--- src/hw/rtl/brot_pkg.sv ---
// Shared types and constants for the 90 degree bitmap rotator.
// No dependencies; used by every module of the block.
`timescale 1ns / 1ps
`default_nettype none

package brot_pkg;

   localparam int ADDR_W       = 26;
   localparam int BYTE_W       = 8;
   localparam int DIM_W        = 13;
   localparam int STRIDE_W     = 15;
   localparam int MODE_W       = 3;
   localparam int CSR_INDEX_W  = 3;
   localparam int CSR_DATA_W   = 15;
   localparam int RSP_TDATA_W  = 48;
   localparam int RSP_PAD_W    = RSP_TDATA_W - ADDR_W - 2 * BYTE_W;
   localparam int COUNT_W      = 4;
   localparam int POS_W        = 3;

   // register indexes
   localparam logic [CSR_INDEX_W-1:0] REG_SRC_WIDTH  = 3'd0;
   localparam logic [CSR_INDEX_W-1:0] REG_SRC_HEIGHT = 3'd1;
   localparam logic [CSR_INDEX_W-1:0] REG_SRC_STRIDE = 3'd2;
   localparam logic [CSR_INDEX_W-1:0] REG_DST_STRIDE = 3'd3;
   localparam logic [CSR_INDEX_W-1:0] REG_BPP_MODE   = 3'd4;

   // pixel formats
   localparam logic [MODE_W-1:0] MODE_1BPP  = 3'd0;
   localparam logic [MODE_W-1:0] MODE_4BPP  = 3'd1;
   localparam logic [MODE_W-1:0] MODE_8BPP  = 3'd2;
   localparam logic [MODE_W-1:0] MODE_16BPP = 3'd3;
   localparam logic [MODE_W-1:0] MODE_24BPP = 3'd4;
   localparam logic [MODE_W-1:0] MODE_32BPP = 3'd5;

   localparam logic [BYTE_W-1:0] BIT_MASK    = 8'h01;
   localparam logic [BYTE_W-1:0] NIBBLE_MASK = 8'h0F;
   localparam logic [BYTE_W-1:0] FULL_MASK   = 8'hFF;

   localparam int QUEUE_DEPTH = 4;
   localparam int QUEUE_PTR_W = 2;
   localparam int QUEUE_CNT_W = 3;

   typedef enum logic [1:0] {
      KIND_BIT    = 2'd0,
      KIND_NIBBLE = 2'd1,
      KIND_BYTE   = 2'd2
   } kind_type;

   typedef struct packed {
      logic [DIM_W-1:0]    src_width;
      logic [DIM_W-1:0]    src_height;
      logic [STRIDE_W-1:0] src_stride;
      logic [STRIDE_W-1:0] dst_stride;
      logic [MODE_W-1:0]   bpp_mode;
   } cfg_type;

   // one source byte's worth of writes
   typedef struct packed {
      logic [ADDR_W-1:0]  addr;
      logic [BYTE_W-1:0]  src_byte;
      kind_type           kind;
      logic [COUNT_W-1:0] count;
      logic [POS_W-1:0]   pos;
      logic               frame_last;
   } entry_type;

endpackage

`default_nettype wire

--- src/hw/rtl/brot_front.sv ---
// Front end: accepts source bytes, keeps the raster counters and turns each
// byte that has writes into one descriptor of them. Depends on brot_pkg.
`timescale 1ns / 1ps
`default_nettype none

module brot_front #(
   parameter int MAX_DIM = 4096
) (
   input  wire logic                clock,
   input  wire logic                reset,
   input  wire brot_pkg::cfg_type   cfg,
   input  wire logic                req_tvalid,
   output logic                     req_tready,
   input  wire logic [7:0]          req_tdata,
   output logic                     push_valid,
   input  wire logic                push_ready,
   output brot_pkg::entry_type      push_entry
);

   localparam int DW = $clog2(MAX_DIM + 1);
   localparam int YW = $clog2(MAX_DIM);
   localparam int CW = YW + 2;
   localparam int KW = (DW > brot_pkg::DIM_W) ? DW : brot_pkg::DIM_W;
   localparam int PW = brot_pkg::STRIDE_W + DW;
   localparam int SW = PW + 1;
   localparam int BW = brot_pkg::STRIDE_W + 1;

   logic [YW-1:0]                 row_ff, row_in;
   logic [DW-1:0]                 col_ff, col_in;
   logic [1:0]                    k_ff, k_in;
   logic [brot_pkg::STRIDE_W-1:0] bir_ff, bir_in;

   logic                          s1_valid_ff, s1_valid_in;
   logic [DW-1:0]                 s1_x_ff;
   logic [CW-1:0]                 s1_coloff_ff;
   logic [7:0]                    s1_byte_ff;
   brot_pkg::kind_type            s1_kind_ff;
   logic [brot_pkg::COUNT_W-1:0]  s1_count_ff;
   logic [brot_pkg::POS_W-1:0]    s1_pos_ff;
   logic                          s1_flast_ff;

   logic [KW-1:0]                 wide_w, wide_h;
   logic [DW-1:0]                 w, h, rem;
   logic [YW-1:0]                 col;
   logic                          row_ok, last_row, x_lt_w, pix_done, acc;
   logic [2:0]                    pbn;
   logic [brot_pkg::COUNT_W-1:0]  n;
   brot_pkg::kind_type            kind;
   logic [brot_pkg::POS_W-1:0]    pos;
   logic [CW-1:0]                 coloff;
   logic                          flast;
   logic [PW-1:0]                 prod;
   logic [SW-1:0]                 sum;

   assign wide_w = KW'(cfg.src_width);
   assign wide_h = KW'(cfg.src_height);
   assign w = (wide_w > KW'(MAX_DIM)) ? DW'(MAX_DIM) : DW'(wide_w);
   assign h = (wide_h > KW'(MAX_DIM)) ? DW'(MAX_DIM) : DW'(wide_h);

   assign row_ok   = DW'(row_ff) < h;
   assign col      = row_ok ? YW'(h - DW'(1) - DW'(row_ff)) : '0;
   assign last_row = row_ok && (DW'(row_ff) + DW'(1) == h);
   assign x_lt_w   = col_ff < w;
   assign rem      = w - col_ff;
   assign pbn      = cfg.bpp_mode - 3'd1;
   assign pix_done = (3'(k_ff) + 3'd1) >= pbn;

   assign req_tready = !s1_valid_ff || push_ready;
   assign acc        = req_tvalid && req_tready;

   always_comb begin
      n      = '0;
      kind   = brot_pkg::KIND_BYTE;
      pos    = '0;
      coloff = '0;
      flast  = 1'b0;
      col_in = col_ff;
      k_in   = k_ff;
      unique case (cfg.bpp_mode)
         brot_pkg::MODE_1BPP: begin
            kind   = brot_pkg::KIND_BIT;
            pos    = ~col[2:0];
            coloff = CW'(col >> 3);
            flast  = last_row && (rem <= DW'(8));
            if (x_lt_w) begin
               col_in = (rem > DW'(8)) ? col_ff + DW'(8) : w;
               if (row_ok) begin
                  n = (rem >= DW'(8)) ? 4'd8 : 4'(rem);
               end
            end
         end
         brot_pkg::MODE_4BPP: begin
            kind   = brot_pkg::KIND_NIBBLE;
            pos    = {~col[0], 2'b00};
            coloff = CW'(col >> 1);
            flast  = last_row && (rem <= DW'(2));
            if (x_lt_w) begin
               col_in = (rem > DW'(2)) ? col_ff + DW'(2) : w;
               if (row_ok) begin
                  n = (rem >= DW'(2)) ? 4'd2 : 4'(rem);
               end
            end
         end
         brot_pkg::MODE_8BPP, brot_pkg::MODE_16BPP,
         brot_pkg::MODE_24BPP, brot_pkg::MODE_32BPP: begin
            unique case (cfg.bpp_mode)
               brot_pkg::MODE_8BPP:  coloff = CW'(col);
               brot_pkg::MODE_16BPP: coloff = CW'(col) << 1;
               brot_pkg::MODE_24BPP: coloff = (CW'(col) << 1) + CW'(col);
               default:              coloff = CW'(col) << 2;
            endcase
            coloff = coloff + CW'(k_ff);
            flast  = last_row && (rem == DW'(1)) && pix_done;
            if (x_lt_w) begin
               if (row_ok) begin
                  n = 4'd1;
               end
               if (pix_done) begin
                  k_in   = 2'd0;
                  col_in = col_ff + DW'(1);
               end else begin
                  k_in = k_ff + 2'd1;
               end
            end
         end
         default: begin
         end
      endcase
   end

   // row end overrides the per-format counter updates
   always_comb begin
      row_in = row_ff;
      bir_in = bir_ff;
      if ((BW'(bir_ff) + BW'(1)) >= BW'(cfg.src_stride)) begin
         bir_in = '0;
         row_in = ((DW'(row_ff) + DW'(1)) >= h) ? '0 : row_ff + YW'(1);
      end else begin
         bir_in = bir_ff + brot_pkg::STRIDE_W'(1);
      end
   end

   always_comb begin
      s1_valid_in = s1_valid_ff;
      if (acc) begin
         s1_valid_in = (n != '0);
      end else if (push_ready) begin
         s1_valid_in = 1'b0;
      end
   end

   always_ff @(posedge clock) begin
      if (reset) begin
         row_ff      <= '0;
         col_ff      <= '0;
         k_ff        <= '0;
         bir_ff      <= '0;
         s1_valid_ff <= 1'b0;
      end else begin
         s1_valid_ff <= s1_valid_in;
         if (acc) begin
            row_ff <= row_in;
            bir_ff <= bir_in;
            if (bir_in == '0) begin
               col_ff <= '0;
               k_ff   <= '0;
            end else begin
               col_ff <= col_in;
               k_ff   <= k_in;
            end
         end
      end
   end

   always_ff @(posedge clock) begin
      if (acc) begin
         s1_x_ff      <= col_ff;
         s1_coloff_ff <= coloff;
         s1_byte_ff   <= req_tdata;
         s1_kind_ff   <= kind;
         s1_count_ff  <= n;
         s1_pos_ff    <= pos;
         s1_flast_ff  <= flast;
      end
   end

   // base address of the first write; later ones step by dst_stride
   assign prod = PW'(cfg.dst_stride) * PW'(s1_x_ff);
   assign sum  = SW'(prod) + SW'(s1_coloff_ff);

   assign push_valid            = s1_valid_ff;
   assign push_entry.addr       = brot_pkg::ADDR_W'(sum);
   assign push_entry.src_byte   = s1_byte_ff;
   assign push_entry.kind       = s1_kind_ff;
   assign push_entry.count      = s1_count_ff;
   assign push_entry.pos        = s1_pos_ff;
   assign push_entry.frame_last = s1_flast_ff;

endmodule

`default_nettype wire

--- src/hw/rtl/brot_queue.sv ---
// Short descriptor queue between front end and write issuer.
// Depends on brot_pkg.
`timescale 1ns / 1ps
`default_nettype none

module brot_queue (
   input  wire logic                clock,
   input  wire logic                reset,
   input  wire logic                wr_valid,
   output logic                     wr_ready,
   input  wire brot_pkg::entry_type wr_entry,
   output logic                     rd_valid,
   input  wire logic                rd_ready,
   output brot_pkg::entry_type      rd_entry
);

   brot_pkg::entry_type                store_ff [brot_pkg::QUEUE_DEPTH];
   logic [brot_pkg::QUEUE_PTR_W-1:0]   wr_ptr_ff, rd_ptr_ff;
   logic [brot_pkg::QUEUE_CNT_W-1:0]   count_ff, count_in;
   logic                               push, pop;

   assign wr_ready = count_ff != brot_pkg::QUEUE_CNT_W'(brot_pkg::QUEUE_DEPTH);
   assign rd_valid = count_ff != '0;
   assign rd_entry = store_ff[rd_ptr_ff];
   assign push     = wr_valid && wr_ready;
   assign pop      = rd_valid && rd_ready;

   always_comb begin
      count_in = count_ff;
      if (push && !pop) begin
         count_in = count_ff + brot_pkg::QUEUE_CNT_W'(1);
      end else if (pop && !push) begin
         count_in = count_ff - brot_pkg::QUEUE_CNT_W'(1);
      end
   end

   always_ff @(posedge clock) begin
      if (reset) begin
         wr_ptr_ff <= '0;
         rd_ptr_ff <= '0;
         count_ff  <= '0;
      end else begin
         count_ff <= count_in;
         if (push) begin
            wr_ptr_ff <= wr_ptr_ff + brot_pkg::QUEUE_PTR_W'(1);
         end
         if (pop) begin
            rd_ptr_ff <= rd_ptr_ff + brot_pkg::QUEUE_PTR_W'(1);
         end
      end
   end

   always_ff @(posedge clock) begin
      if (push) begin
         store_ff[wr_ptr_ff] <= wr_entry;
      end
   end

   a_count_bound: assert property (@(posedge clock) disable iff (reset)
      count_ff <= brot_pkg::QUEUE_CNT_W'(brot_pkg::QUEUE_DEPTH))
      else $error("descriptor queue count beyond depth");

endmodule

`default_nettype wire

--- src/hw/rtl/brot_back.sv ---
// Write issuer: expands each descriptor into masked writes, one per cycle
// while the registered output stage is not stalled. Depends on brot_pkg.
`timescale 1ns / 1ps
`default_nettype none

module brot_back (
   input  wire logic                       clock,
   input  wire logic                       reset,
   input  wire logic [brot_pkg::STRIDE_W-1:0] dst_stride,
   input  wire logic                       pop_valid,
   output logic                            pop_ready,
   input  wire brot_pkg::entry_type        pop_entry,
   output logic                            rsp_valid,
   input  wire logic                       rsp_ready,
   output logic [brot_pkg::ADDR_W-1:0]     rsp_addr,
   output logic [brot_pkg::BYTE_W-1:0]     rsp_data,
   output logic [brot_pkg::BYTE_W-1:0]     rsp_mask,
   output logic                            rsp_run_last,
   output logic                            rsp_frame_last
);

   logic                          cur_valid_ff, cur_valid_in;
   logic [brot_pkg::ADDR_W-1:0]   cur_addr_ff;
   logic [brot_pkg::BYTE_W-1:0]   cur_byte_ff;
   brot_pkg::kind_type            cur_kind_ff;
   logic [brot_pkg::COUNT_W-1:0]  cur_left_ff;
   logic [brot_pkg::POS_W-1:0]    cur_pos_ff;
   logic                          cur_flast_ff;

   logic                          rsp_valid_ff, rsp_valid_in;
   logic [brot_pkg::ADDR_W-1:0]   rsp_addr_ff;
   logic [brot_pkg::BYTE_W-1:0]   rsp_data_ff, rsp_mask_ff;
   logic                          rsp_last_ff, rsp_flast_ff;

   logic                          slot_free, adv, cur_last, take;
   logic [brot_pkg::BYTE_W-1:0]   wr_data, wr_mask, next_byte;

   assign slot_free = !rsp_valid_ff || rsp_ready;
   assign adv       = cur_valid_ff && slot_free;
   assign cur_last  = cur_left_ff == brot_pkg::COUNT_W'(1);
   assign take      = !cur_valid_ff || (adv && cur_last);
   assign pop_ready = take;

   // pixels leave MSB first, so the byte shifts left after each write
   always_comb begin
      unique case (cur_kind_ff)
         brot_pkg::KIND_BIT: begin
            wr_data   = brot_pkg::BYTE_W'(cur_byte_ff[7]) << cur_pos_ff;
            wr_mask   = brot_pkg::BIT_MASK << cur_pos_ff;
            next_byte = cur_byte_ff << 1;
         end
         brot_pkg::KIND_NIBBLE: begin
            wr_data   = brot_pkg::BYTE_W'(cur_byte_ff[7:4]) << cur_pos_ff;
            wr_mask   = brot_pkg::NIBBLE_MASK << cur_pos_ff;
            next_byte = cur_byte_ff << 4;
         end
         default: begin
            wr_data   = cur_byte_ff;
            wr_mask   = brot_pkg::FULL_MASK;
            next_byte = cur_byte_ff;
         end
      endcase
   end

   always_comb begin
      cur_valid_in = cur_valid_ff;
      if (take) begin
         cur_valid_in = pop_valid;
      end
      rsp_valid_in = rsp_valid_ff;
      if (slot_free) begin
         rsp_valid_in = cur_valid_ff;
      end
   end

   always_ff @(posedge clock) begin
      if (reset) begin
         cur_valid_ff <= 1'b0;
         rsp_valid_ff <= 1'b0;
      end else begin
         cur_valid_ff <= cur_valid_in;
         rsp_valid_ff <= rsp_valid_in;
      end
   end

   always_ff @(posedge clock) begin
      if (take) begin
         cur_addr_ff  <= pop_entry.addr;
         cur_byte_ff  <= pop_entry.src_byte;
         cur_kind_ff  <= pop_entry.kind;
         cur_left_ff  <= pop_entry.count;
         cur_pos_ff   <= pop_entry.pos;
         cur_flast_ff <= pop_entry.frame_last;
      end else if (adv) begin
         cur_addr_ff <= cur_addr_ff + brot_pkg::ADDR_W'(dst_stride);
         cur_byte_ff <= next_byte;
         cur_left_ff <= cur_left_ff - brot_pkg::COUNT_W'(1);
      end
      if (adv) begin
         rsp_addr_ff  <= cur_addr_ff;
         rsp_data_ff  <= wr_data;
         rsp_mask_ff  <= wr_mask;
         rsp_last_ff  <= cur_last;
         rsp_flast_ff <= cur_last && cur_flast_ff;
      end
   end

   assign rsp_valid      = rsp_valid_ff;
   assign rsp_addr       = rsp_addr_ff;
   assign rsp_data       = rsp_data_ff;
   assign rsp_mask       = rsp_mask_ff;
   assign rsp_run_last   = rsp_last_ff;
   assign rsp_frame_last = rsp_flast_ff;

   a_flast_ends_run: assert property (@(posedge clock) disable iff (reset)
      rsp_valid_ff && rsp_flast_ff |-> rsp_last_ff)
      else $error("frame end on a write that does not end its item");

   a_left_nonzero: assert property (@(posedge clock) disable iff (reset)
      cur_valid_ff |-> cur_left_ff != '0)
      else $error("active descriptor with no writes left");

   a_data_in_mask: assert property (@(posedge clock) disable iff (reset)
      rsp_valid_ff |-> (rsp_data_ff & ~rsp_mask_ff) == '0)
      else $error("write data outside its mask");

endmodule

`default_nettype wire

--- src/hw/rtl/bitmap_rotate_90.sv ---
// Top level of the 90 degree bitmap rotator: configuration registers and
// the front end, descriptor queue and write issuer. Depends on brot_pkg.
//
// Source bytes enter in raster order; each yields zero to eight masked
// destination writes, with source pixel (x,y) landing at destination row x,
// column src_height-1-y. The write issuer puts out one write per clock while
// the output is not stalled: up to 8 per byte in 1 bpp, up to 2 in 4 bpp, 1
// in the byte-wide formats; padding bytes produce nothing. A four-entry
// descriptor queue lets the input run ahead while writes drain. Each write
// passes the front-end register, the queue and the descriptor and output
// registers. Registers may be changed only while the block is idle.
`timescale 1ns / 1ps
`default_nettype none

module bitmap_rotate_90 #(
   parameter int MAX_DIM = 4096
) (
   input  wire logic        clock,
   input  wire logic        reset,
   input  wire logic        req_tvalid,
   output logic             req_tready,
   input  wire logic [7:0]  req_tdata,      // src_byte
   output logic             rsp_tvalid,
   input  wire logic        rsp_tready,
   output logic [47:0]      rsp_tdata,      // dst_addr, write_data, write_mask
   output logic             rsp_tlast,      // run_last
   output logic [0:0]       rsp_tuser,      // frame_last
   input  wire logic        csr_valid,
   output logic             csr_ready,
   input  wire logic [2:0]  csr_index,
   input  wire logic [14:0] csr_data
);

   brot_pkg::cfg_type              cfg_ff;
   logic                           push_valid, push_ready, pop_valid, pop_ready;
   brot_pkg::entry_type            push_entry, pop_entry;
   logic [brot_pkg::ADDR_W-1:0]    rsp_addr;
   logic [brot_pkg::BYTE_W-1:0]    rsp_data, rsp_mask;

   assign csr_ready = 1'b1;

   always_ff @(posedge clock) begin
      if (reset) begin
         cfg_ff.src_width  <= brot_pkg::DIM_W'(1);
         cfg_ff.src_height <= brot_pkg::DIM_W'(1);
         cfg_ff.src_stride <= brot_pkg::STRIDE_W'(4);
         cfg_ff.dst_stride <= brot_pkg::STRIDE_W'(4);
         cfg_ff.bpp_mode   <= brot_pkg::MODE_8BPP;
      end else if (csr_valid && csr_ready) begin
         unique case (csr_index)
            brot_pkg::REG_SRC_WIDTH:  cfg_ff.src_width  <= csr_data[12:0];
            brot_pkg::REG_SRC_HEIGHT: cfg_ff.src_height <= csr_data[12:0];
            brot_pkg::REG_SRC_STRIDE: cfg_ff.src_stride <= csr_data;
            brot_pkg::REG_DST_STRIDE: cfg_ff.dst_stride <= csr_data;
            brot_pkg::REG_BPP_MODE:   cfg_ff.bpp_mode   <= csr_data[2:0];
            default: begin
            end
         endcase
      end
   end

   brot_front #(
      .MAX_DIM (MAX_DIM)
   ) u_front (
      .clock      (clock),
      .reset      (reset),
      .cfg        (cfg_ff),
      .req_tvalid (req_tvalid),
      .req_tready (req_tready),
      .req_tdata  (req_tdata),
      .push_valid (push_valid),
      .push_ready (push_ready),
      .push_entry (push_entry)
   );

   brot_queue u_queue (
      .clock    (clock),
      .reset    (reset),
      .wr_valid (push_valid),
      .wr_ready (push_ready),
      .wr_entry (push_entry),
      .rd_valid (pop_valid),
      .rd_ready (pop_ready),
      .rd_entry (pop_entry)
   );

   brot_back u_back (
      .clock          (clock),
      .reset          (reset),
      .dst_stride     (cfg_ff.dst_stride),
      .pop_valid      (pop_valid),
      .pop_ready      (pop_ready),
      .pop_entry      (pop_entry),
      .rsp_valid      (rsp_tvalid),
      .rsp_ready      (rsp_tready),
      .rsp_addr       (rsp_addr),
      .rsp_data       (rsp_data),
      .rsp_mask       (rsp_mask),
      .rsp_run_last   (rsp_tlast),
      .rsp_frame_last (rsp_tuser[0])
   );

   assign rsp_tdata = {{brot_pkg::RSP_PAD_W{1'b0}}, rsp_mask, rsp_data, rsp_addr};

endmodule

`default_nettype wire

--- config.mk ---
export PLATFORM = sky130hd
export DESIGN_NAME = bitmap_rotate_90
export DESIGN_NICKNAME = d
export VERILOG_FILES = /design/src/hw/rtl/brot_pkg.sv /design/src/hw/rtl/brot_front.sv /design/src/hw/rtl/brot_queue.sv /design/src/hw/rtl/brot_back.sv /design/src/hw/rtl/bitmap_rotate_90.sv
export SDC_FILE = /design/constraint.sdc
export NUM_CORES = 1
export LEC_CHECK = 0
export BUFFER_PORTS_ARGS = -buffer_cell sky130_fd_sc_hd__buf_2
export CAP_MARGIN = 30
export CORE_ASPECT_RATIO = 1.25
export CORE_UTILIZATION = 25
export CTS_BUF_LIST = sky130_fd_sc_hd__clkbuf_2
export DETAILED_ROUTE_END_ITERATION = 7
export PLACE_DENSITY = 0.36
export SKIP_CTS_REPAIR_TIMING = 1
export SYNTH_ARGS = -nofsm -noshare
export SYNTH_HDL_FRONTEND = slang
export SYNTH_SLANG_ARGS = --single-unit
--- constraint.sdc ---
create_clock -name clock -period 11.3 [get_ports clock]
set_clock_uncertainty 0.15 [all_clocks]
set_input_delay 1.13 -clock clock [delete_from_list [all_inputs] [get_ports clock]]
set_output_delay 1.13 -clock clock [all_outputs]
set_load 0.03 [all_outputs]
==> results.yml, run 1 <==
status:
  status: "complete, but fails checks"
  violations: "design-rule violations"
yosys:
  ys_ff_latch: 422
  synth_flop_cell: "edfxtp_1"
  async_flop_share_pct: 0
  synth_cell_types: 85
  syn_inst: 2691
  synth_edf_count: 309
  synth-compound-area-share_pct: 11.04
  synth_fa_ha_area_share_pct: 19.98
  seq_area_frac_synth_pct: 41.11
  synth_top_family_by_area: "adder cells"
  synth_xor_area_share_pct: 4.145
  mappedNetlistArea_um2: 28070
  synthMuxAreaShare_pct: 4.212
  syn_area_per_cell_um2: 10.43
  synthSimpleGateAreaFrac_pct: 14.31
  yosys_warnings: 0
placed_design:
  portBuffers: 76
  place_congestion: 0.8480
  dp_hpwl_um: 60250
  pre_cts_ws_ns: 4.072
setup_path:
  critical_path.cell_chain: "nand2_1 -> fa_1 -> inv_1 -> fa_1 -> fa_1 -> inv_1 -> fa_1 -> inv_1 -> fa_1 -> fa_1 -> ha_1 -> a21oi_1 -> nor2b_1 -> o21ai_0 -> nand2b_1 -> a21o_1 -> a31oi_1 -> o21ai_0 -> o41ai_1 -> o21bai_1 -> a21oi_1 -> xnor2_1"
  r2r-start: "cfg_ff[4]"
  setup.worst_path.start: "cfg_ff[4]"
  cp_num_buf_inv: 3
  worst_ep_required_time_ns: 12.17
  path_depth: 22
  r2r_cells: 22
  critPathTopFamily: "adder cells"
  crit_type: "reg2reg"
  endpoint_kind: "flip-flop"
  startpoint_type: "flip-flop"
  critPathMaxStageDelay_ns: 0.77
  reg2reg_slack_ns: 4.09
  timing.rr.end: "u_queue.store_ff[3][42]"
  cpMaxStageDelayCell: "dfxtp_1"
  critPathArrivalTime_ns: 8.08
  cp_max_fo: 16
  critical_path.endpoint: "u_queue.store_ff[3][42]"
  cp_common_cell: "fa_1"
pwr:
  seqPwrFrac_pct: 45.4
  combPwrFrac_pct: 31.5
  p_total_mw: 4.886
  netSwitchingFraction_pct: 38.24
  cellInternalPower_mw: 3.017
  clkPwrFrac_pct: 23.1
  cellPowerDensity_nw_per_um2: 156.1
  p_switching_mw: 1.869
  ir_drop_mv: 0.06213
  leakage_nw: 12.62
layout:
  syn_to_final_growth_pct: 11.49
  multi_input_area_um2: 15130
  nFillCells: 11800
  drive_above_1_share_pct: 12.13
  layout.area.seq_um2: 11550
  final_nets: 3197
  final_util_pct: 28.09
sta:
  slew_headroom_pct: 29.64
  hold_viol: 0
  final.min_clock_period_ns: 7.213
  finalSetupViolCount: 0
  setup_slack_ns: 4.087
  holdWs_ns: 0.2245
  fin_crit_sh_pct: 63.83
  fmax_mhz: 138.6
  slew_violations: 0
  tightest_slew_ns: 1.051
  setup_tns_ns: 0
  rsz0062_at_grt: "false"
global_routing:
  grtUsageMet1_pct: 17.04
  use_met3_pct: 2.378
  grt_busiest_layer: "met2"
  grt_usage_pct: 14.26
  grt.overflow.total: 0
  grt_max_degree: 81
  grt_pass1_vias: 21470
  met2_usage_pct: 25.46
  grt_pass1_wl_um: 124300
  antenna_found_initial: 3
clock_network:
  cts_tree: "yes"
  h-tree-depth: 3
  clk_pin_slew_worst_paths_ns: 0.09
  clock-sinks: 422
  clockBufferDepth: 3
  cts_buffers: 118
  cts-root-buf: "clkbuf_2"
  clk_latency_ns: 1.30
route:
  drc: 2
  viasPerCell: 4.618
  route.vias.total: 20160
  drtAntennaViolNets: 0
  wl_per_cell_um: 18.38
  dr.pass1.iters: 8
  drt_iter0_markers: 923
  routed_wl_um: 80230
floorplan:
  pin_count: 84
  die_y_um: 376.6
  die_x_um: 301.7
  rows: 137
  dieArea_um2: 113600
  start_util_pct: 25.19
  coreArea_um2: 111400
hold_path:
  hp-class: "in2reg"
flow_run:
  cap_violations: 0
==> synthesized netlist by cell type (all sizes together) (9+ instances only) <==
master | number | share of area [%]
a21o | 21 | 0.56
clkbuf | 104 | 1.4
o31ai | 21 | 0.56
inv | 249 | 3.3
a31oi | 10 | 0.22
o21ai | 104 | 1.9
and2 | 83 | 1.8
a211oi | 11 | 0.31
nor2 | 128 | 1.7
nand2b | 16 | 0.36
o21a | 28 | 0.75
o22ai | 12 | 0.27
mux2i | 12 | 0.43
edfxtp | 309 | 33
xnor2 | 99 | 3.1
or3 | 12 | 0.27
buf | 19 | 0.42
o211ai | 21 | 0.56
ha | 197 | 8.8
a22oi | 10 | 0.27
nor2b | 29 | 0.65
a21oi | 154 | 2.8
or2 | 9 | 0.20
xor2 | 33 | 1.1
nor4 | 12 | 0.27
dfxtp | 113 | 8.1
nand3 | 49 | 0.87
a21boi | 9 | 0.24
mux4 | 44 | 3.5
a32o | 10 | 0.36
nor3 | 53 | 0.94
nand2 | 406 | 5.4
and3 | 15 | 0.33
nand4 | 12 | 0.27
nand3b | 9 | 0.24
or4 | 11 | 0.29
fa | 157 | 11
==> layout by cell type, fill, tap and decap left out, types with 11 or more instances in the layout <==
master	netlist	layout
or3_1	12	12
clkbuf_2	0	168
dlygate4sd3_1	0	26
a21oi_1	153	153
xor2_1	32	32
o22ai_1	12	12
and3_1	15	15
clkinv_1	3	34
o211ai_1	21	21
o31ai_1	21	21
nor4_1	12	12
a21o_1	21	21
nor2b_1	29	28
nand2_1	406	406
o21ai_0	93	93
o21a_1	28	28
nand4_1	12	12
dfxtp_1	113	111
edfxtp_1	309	309
xnor2_1	99	99
buf_2	4	76
nor3_1	53	53
ha_1	197	197
inv_1	249	248
nor2_1	128	127
mux2i_1	12	12
fa_1	157	157
mux4_2	44	44
or4_1	11	11
buf_4	7	16
and2_1	83	79
nand2b_1	16	16
nand3_1	49	49
==> final cells by class <==
| cell class | count | area share (%) |
|---|---|---|
| Antenna cell | 3 | 0.02399 |
| Clock buffer | 168 | 2.686 |
| Clock inverter | 43 | 0.7316 |
| Inverter | 252 | 3.022 |
| Multi-Input combinational cell | 1899 | 48.33 |
| Sequential cell | 422 | 36.89 |
| Tap cell | 1459 | 5.833 |
| Timing Repair Buffer | 119 | 2.479 |
==> tightest hold or removal path, stage by stage <==
cell      delay (ns)
buf_2           0.10
and3_1          0.27
o211ai_1        0.11
==> per-layer routing <==
layer | wire length, um | vias to the layer above
met5 | 27 | -
met4 | 2216 | 4
met1 | 34590 | 9952
met2 | 40770 | 356
li1 | - | 9695
met3 | 2617 | 149
==> power by group through the flow <==
stage	logic, mW	clock network, mW	registers (mW)
final	1.54	1.13	2.22
after global routing	1.72	1.27	2.25
after floorplan	1.05	0	2.25
after CTS	1.58	1.21	2.23
after detailed placement	1.57	0	2.27
after global placement	1.56	0	2.26
==> worst min-delay path by stage <==
stage	end	slack (ns)	cells past startpoint	start
final	cfg_ff[1]	0.22	3	csr_valid
after global routing	cfg_ff[1]	0.07	3	csr_valid
after CTS	u_front.s1_byte_ff[6]	-0.38	1	req_tdata[6]
after detailed placement	cfg_ff[49]	0.29	2	cfg_ff[49]
after global placement	cfg_ff[52]	0.29	2	cfg_ff[52]
after floorplan	u_front.s1_x_ff[5]	0.26	0	u_front.col_ff[5]
==> per-stage QoR <==
stage               cells  instance area, um^2
global route         4365                31300
detailed placement   4125                29960
finish               4365                31300
floorplan            2696                28090
global placement     4122                29930
CTS                  4336                31030
==> cells by family (layout without fill, tap and decap cells) <==
group / Yosys count / after routing
AOI/OAI and AO/OA: 481 / 481
xor gates and xnor gates: 132 / 132
adders and majority gates: 354 / 354
buffers and inverters: 375 / 582
DFF: 422 / 422
muxes: 62 / 62
other: 2 / 10
and+or+nand+nor: 863 / 863
==> registers in the layout, summed over array words and instances (netlist names), 8 cells and up, named ones only <==
signal	cells
cfg_ff	59
u_back.cur_addr_ff	26
u_back.cur_byte_ff	8
u_back.rsp_addr	26
u_back.rsp_data	8
u_back.rsp_mask	8
u_front.bir_ff	15
u_front.col_ff	13
u_front.row_ff	12
u_front.s1_byte_ff	8
u_front.s1_coloff_ff	14
u_front.s1_x_ff	13
u_queue.store_ff	176
No activity file was read; power rests on OpenSTA's default activity.
==> inputs of run 2 (changes only) <==
clock period = 7.55 ns   (was 11.3 ns; I/O delays follow)
==> run 2 against run 1 <==
Against the previous run: the flow still finishes with violations (design-rule violations); clock power grew 55%; fmax is 1.6% higher; hold slack gained 0.0041 ns; sequential share of layout area fell by 0.57 points; power is 51% higher; via count grew 0.89%; critical path type unchanged; critical endpoint is now u_queue.store_ff[2][43]; largest cell class unchanged.
==> results.yml, run 2 (synthesis gave the netlist of run 1 again) <==
status:
  status: "complete, but fails checks"
  violations: "design-rule violations"
floorplan:
  die_y_um: 376.6
  pin_count: 84
  rows: 137
  start_util_pct: 25.19
  coreArea_um2: 111400
  die_x_um: 301.7
  dieArea_um2: 113600
pwr:
  clkPwrFrac_pct: 23.6
  cellPowerDensity_nw_per_um2: 232.7
  leakage_nw: 12.87
  p_total_mw: 7.398
  ir_drop_mv: 0.1157
  cellInternalPower_mw: 4.596
  combPwrFrac_pct: 31.3
  seqPwrFrac_pct: 45.1
  p_switching_mw: 2.801
  netSwitchingFraction_pct: 37.86
global_routing:
  grt_max_degree: 63
  antenna_found_initial: 2
  grt_pass1_wl_um: 125300
  grt_usage_pct: 14.45
  grt.overflow.total: 0
  grt_pass1_vias: 21310
sta:
  finalSetupViolCount: 0
  slew_headroom_pct: 33.73
  slew_violations: 0
  fmax_mhz: 140.8
  rsz0062_at_grt: "false"
  tightest_slew_ns: 0.9903
  setup_tns_ns: 0
  setup_slack_ns: 0.4483
  final.min_clock_period_ns: 7.102
  holdWs_ns: 0.2286
  hold_viol: 0
  fin_crit_sh_pct: 94.06
layout:
  final_nets: 3244
  largest_reg_flops: 176
  syn_to_final_growth_pct: 13.24
  final_common_cell: "nand2_1"
  drive_above_1_share_pct: 12.69
  nFillCells: 11800
  top_regs: "u_queue.store_ff x176, cfg_ff x59"
  regMostFlops: "u_queue.store_ff"
  final_util_pct: 28.53
  layout.cells.non_filler: 4408
  finish.instance_area_um2: 31790
  final_cell_mix: "nand2_1 (406), edfxtp_1 (309), inv_1 (248)"
hold_path:
  min_from: "req_tvalid"
  hp-class: "in2reg"
setup_path:
  critical_path.cell_chain: "nand2_1 -> fa_1 -> inv_1 -> fa_1 -> inv_1 -> fa_1 -> inv_1 -> ha_1 -> inv_1 -> fa_1 -> inv_1 -> fa_1 -> ha_1 -> or3_1 -> o211ai_1 -> a31oi_1 -> a41o_1 -> o211a_1 -> o21a_1 -> o21a_1 -> nor2_1 -> a21oi_1 -> xnor2_1"
  r2r-start: "u_front.s1_x_ff[3]"
  startpoint_type: "flip-flop"
  crit_type: "reg2reg"
  worst_ep_required_time_ns: 8.36
  cp_max_fo: 15
  setup.worst_path.start: "u_front.s1_x_ff[3]"
  critPathMaxStageDelay_ns: 0.68
  endpoint_kind: "flip-flop"
  critPathArrivalTime_ns: 7.91
  cpMaxStageDelayCell: "edfxtp_1"
route:
  wl_per_cell_um: 18.59
  viasPerCell: 4.613
  drt_iter0_markers: 925
  dr.pass1.iters: 8
  route.vias.total: 20340
  drc: 6
  routed_wl_um: 81940
  drtAntennaViolNets: 0
clock_network:
  cts-root-buf: "clkbuf_2"
  cts_tree: "yes"
  cts_buffers: 116
  clock-sinks: 422
  clk_pin_slew_worst_paths_ns: 0.09
  clk_latency_ns: 1.24
  clockBufferDepth: 3
  h-tree-depth: 3
placed_design:
  postPlaceCellArea_um2: 30110
  place_inst: 4144
  dp_hpwl_um: 60880
  portBuffers: 76
  place_congestion: 0.8253
  pre_cts_ws_ns: 0.5129
flow_run:
  cap_violations: 0
## run 2: per-layer routing
layer	up-vias	GRT usage [%]	routed length (um)
met1	10040	17.35	35370
met5	-	0	0
li1	9780	-	-
met2	391	25.61	41260
met4	0	5.384	2203
met3	121	2.413	3115
## run 2: final timing paths
path                             endpoint  slack [ns]  cells past startpoint
setup / recovery  u_queue.store_ff[2][43]        0.45                     23
hold / removal         u_front.push_valid        0.23                      4
setup reg to reg  u_queue.store_ff[2][43]        0.45                     23
hold reg to reg                cfg_ff[54]        0.30                      2
## run 2: power groups by stage
stage          registers [mW]  clock network (mW)  logic [mW]
2_1_floorplan            3.37                   0        1.57
3_3_place_gp             3.40                   0        2.31
3_5_place_dp             3.41                   0        2.33
4_1_cts                  3.35                1.87        2.34
5_1_grt                  3.39                1.97        2.59
6_report                 3.33                1.75        2.32
## run 2: cell type report
cell class	count	area, um^2	area share, %
Timing Repair Buffer	168	1240	3.901
Inverter	252	945.9	2.976
Antenna cell	1	2.502	0.007872
Clock buffer	164	820.8	2.582
Clock inverter	43	280.3	0.8817
Sequential cell	422	11550	36.32
Multi-Input combinational cell	1899	15130	47.59
Tap cell	1459	1826	5.743
## run 2: critical path, delay by kind of cell (launching register included)
family | cells | cell delay, ns
AND/OR/NAND/NOR | 3 | 0.71
buffers and inverters | 5 | 0.25
XOR/XNOR | 1 | 0.32
flip-flops | 1 | 0.68
AO/OA/AOI/OAI | 7 | 1.64
adder cells (fa/ha/maj) | 7 | 3.09
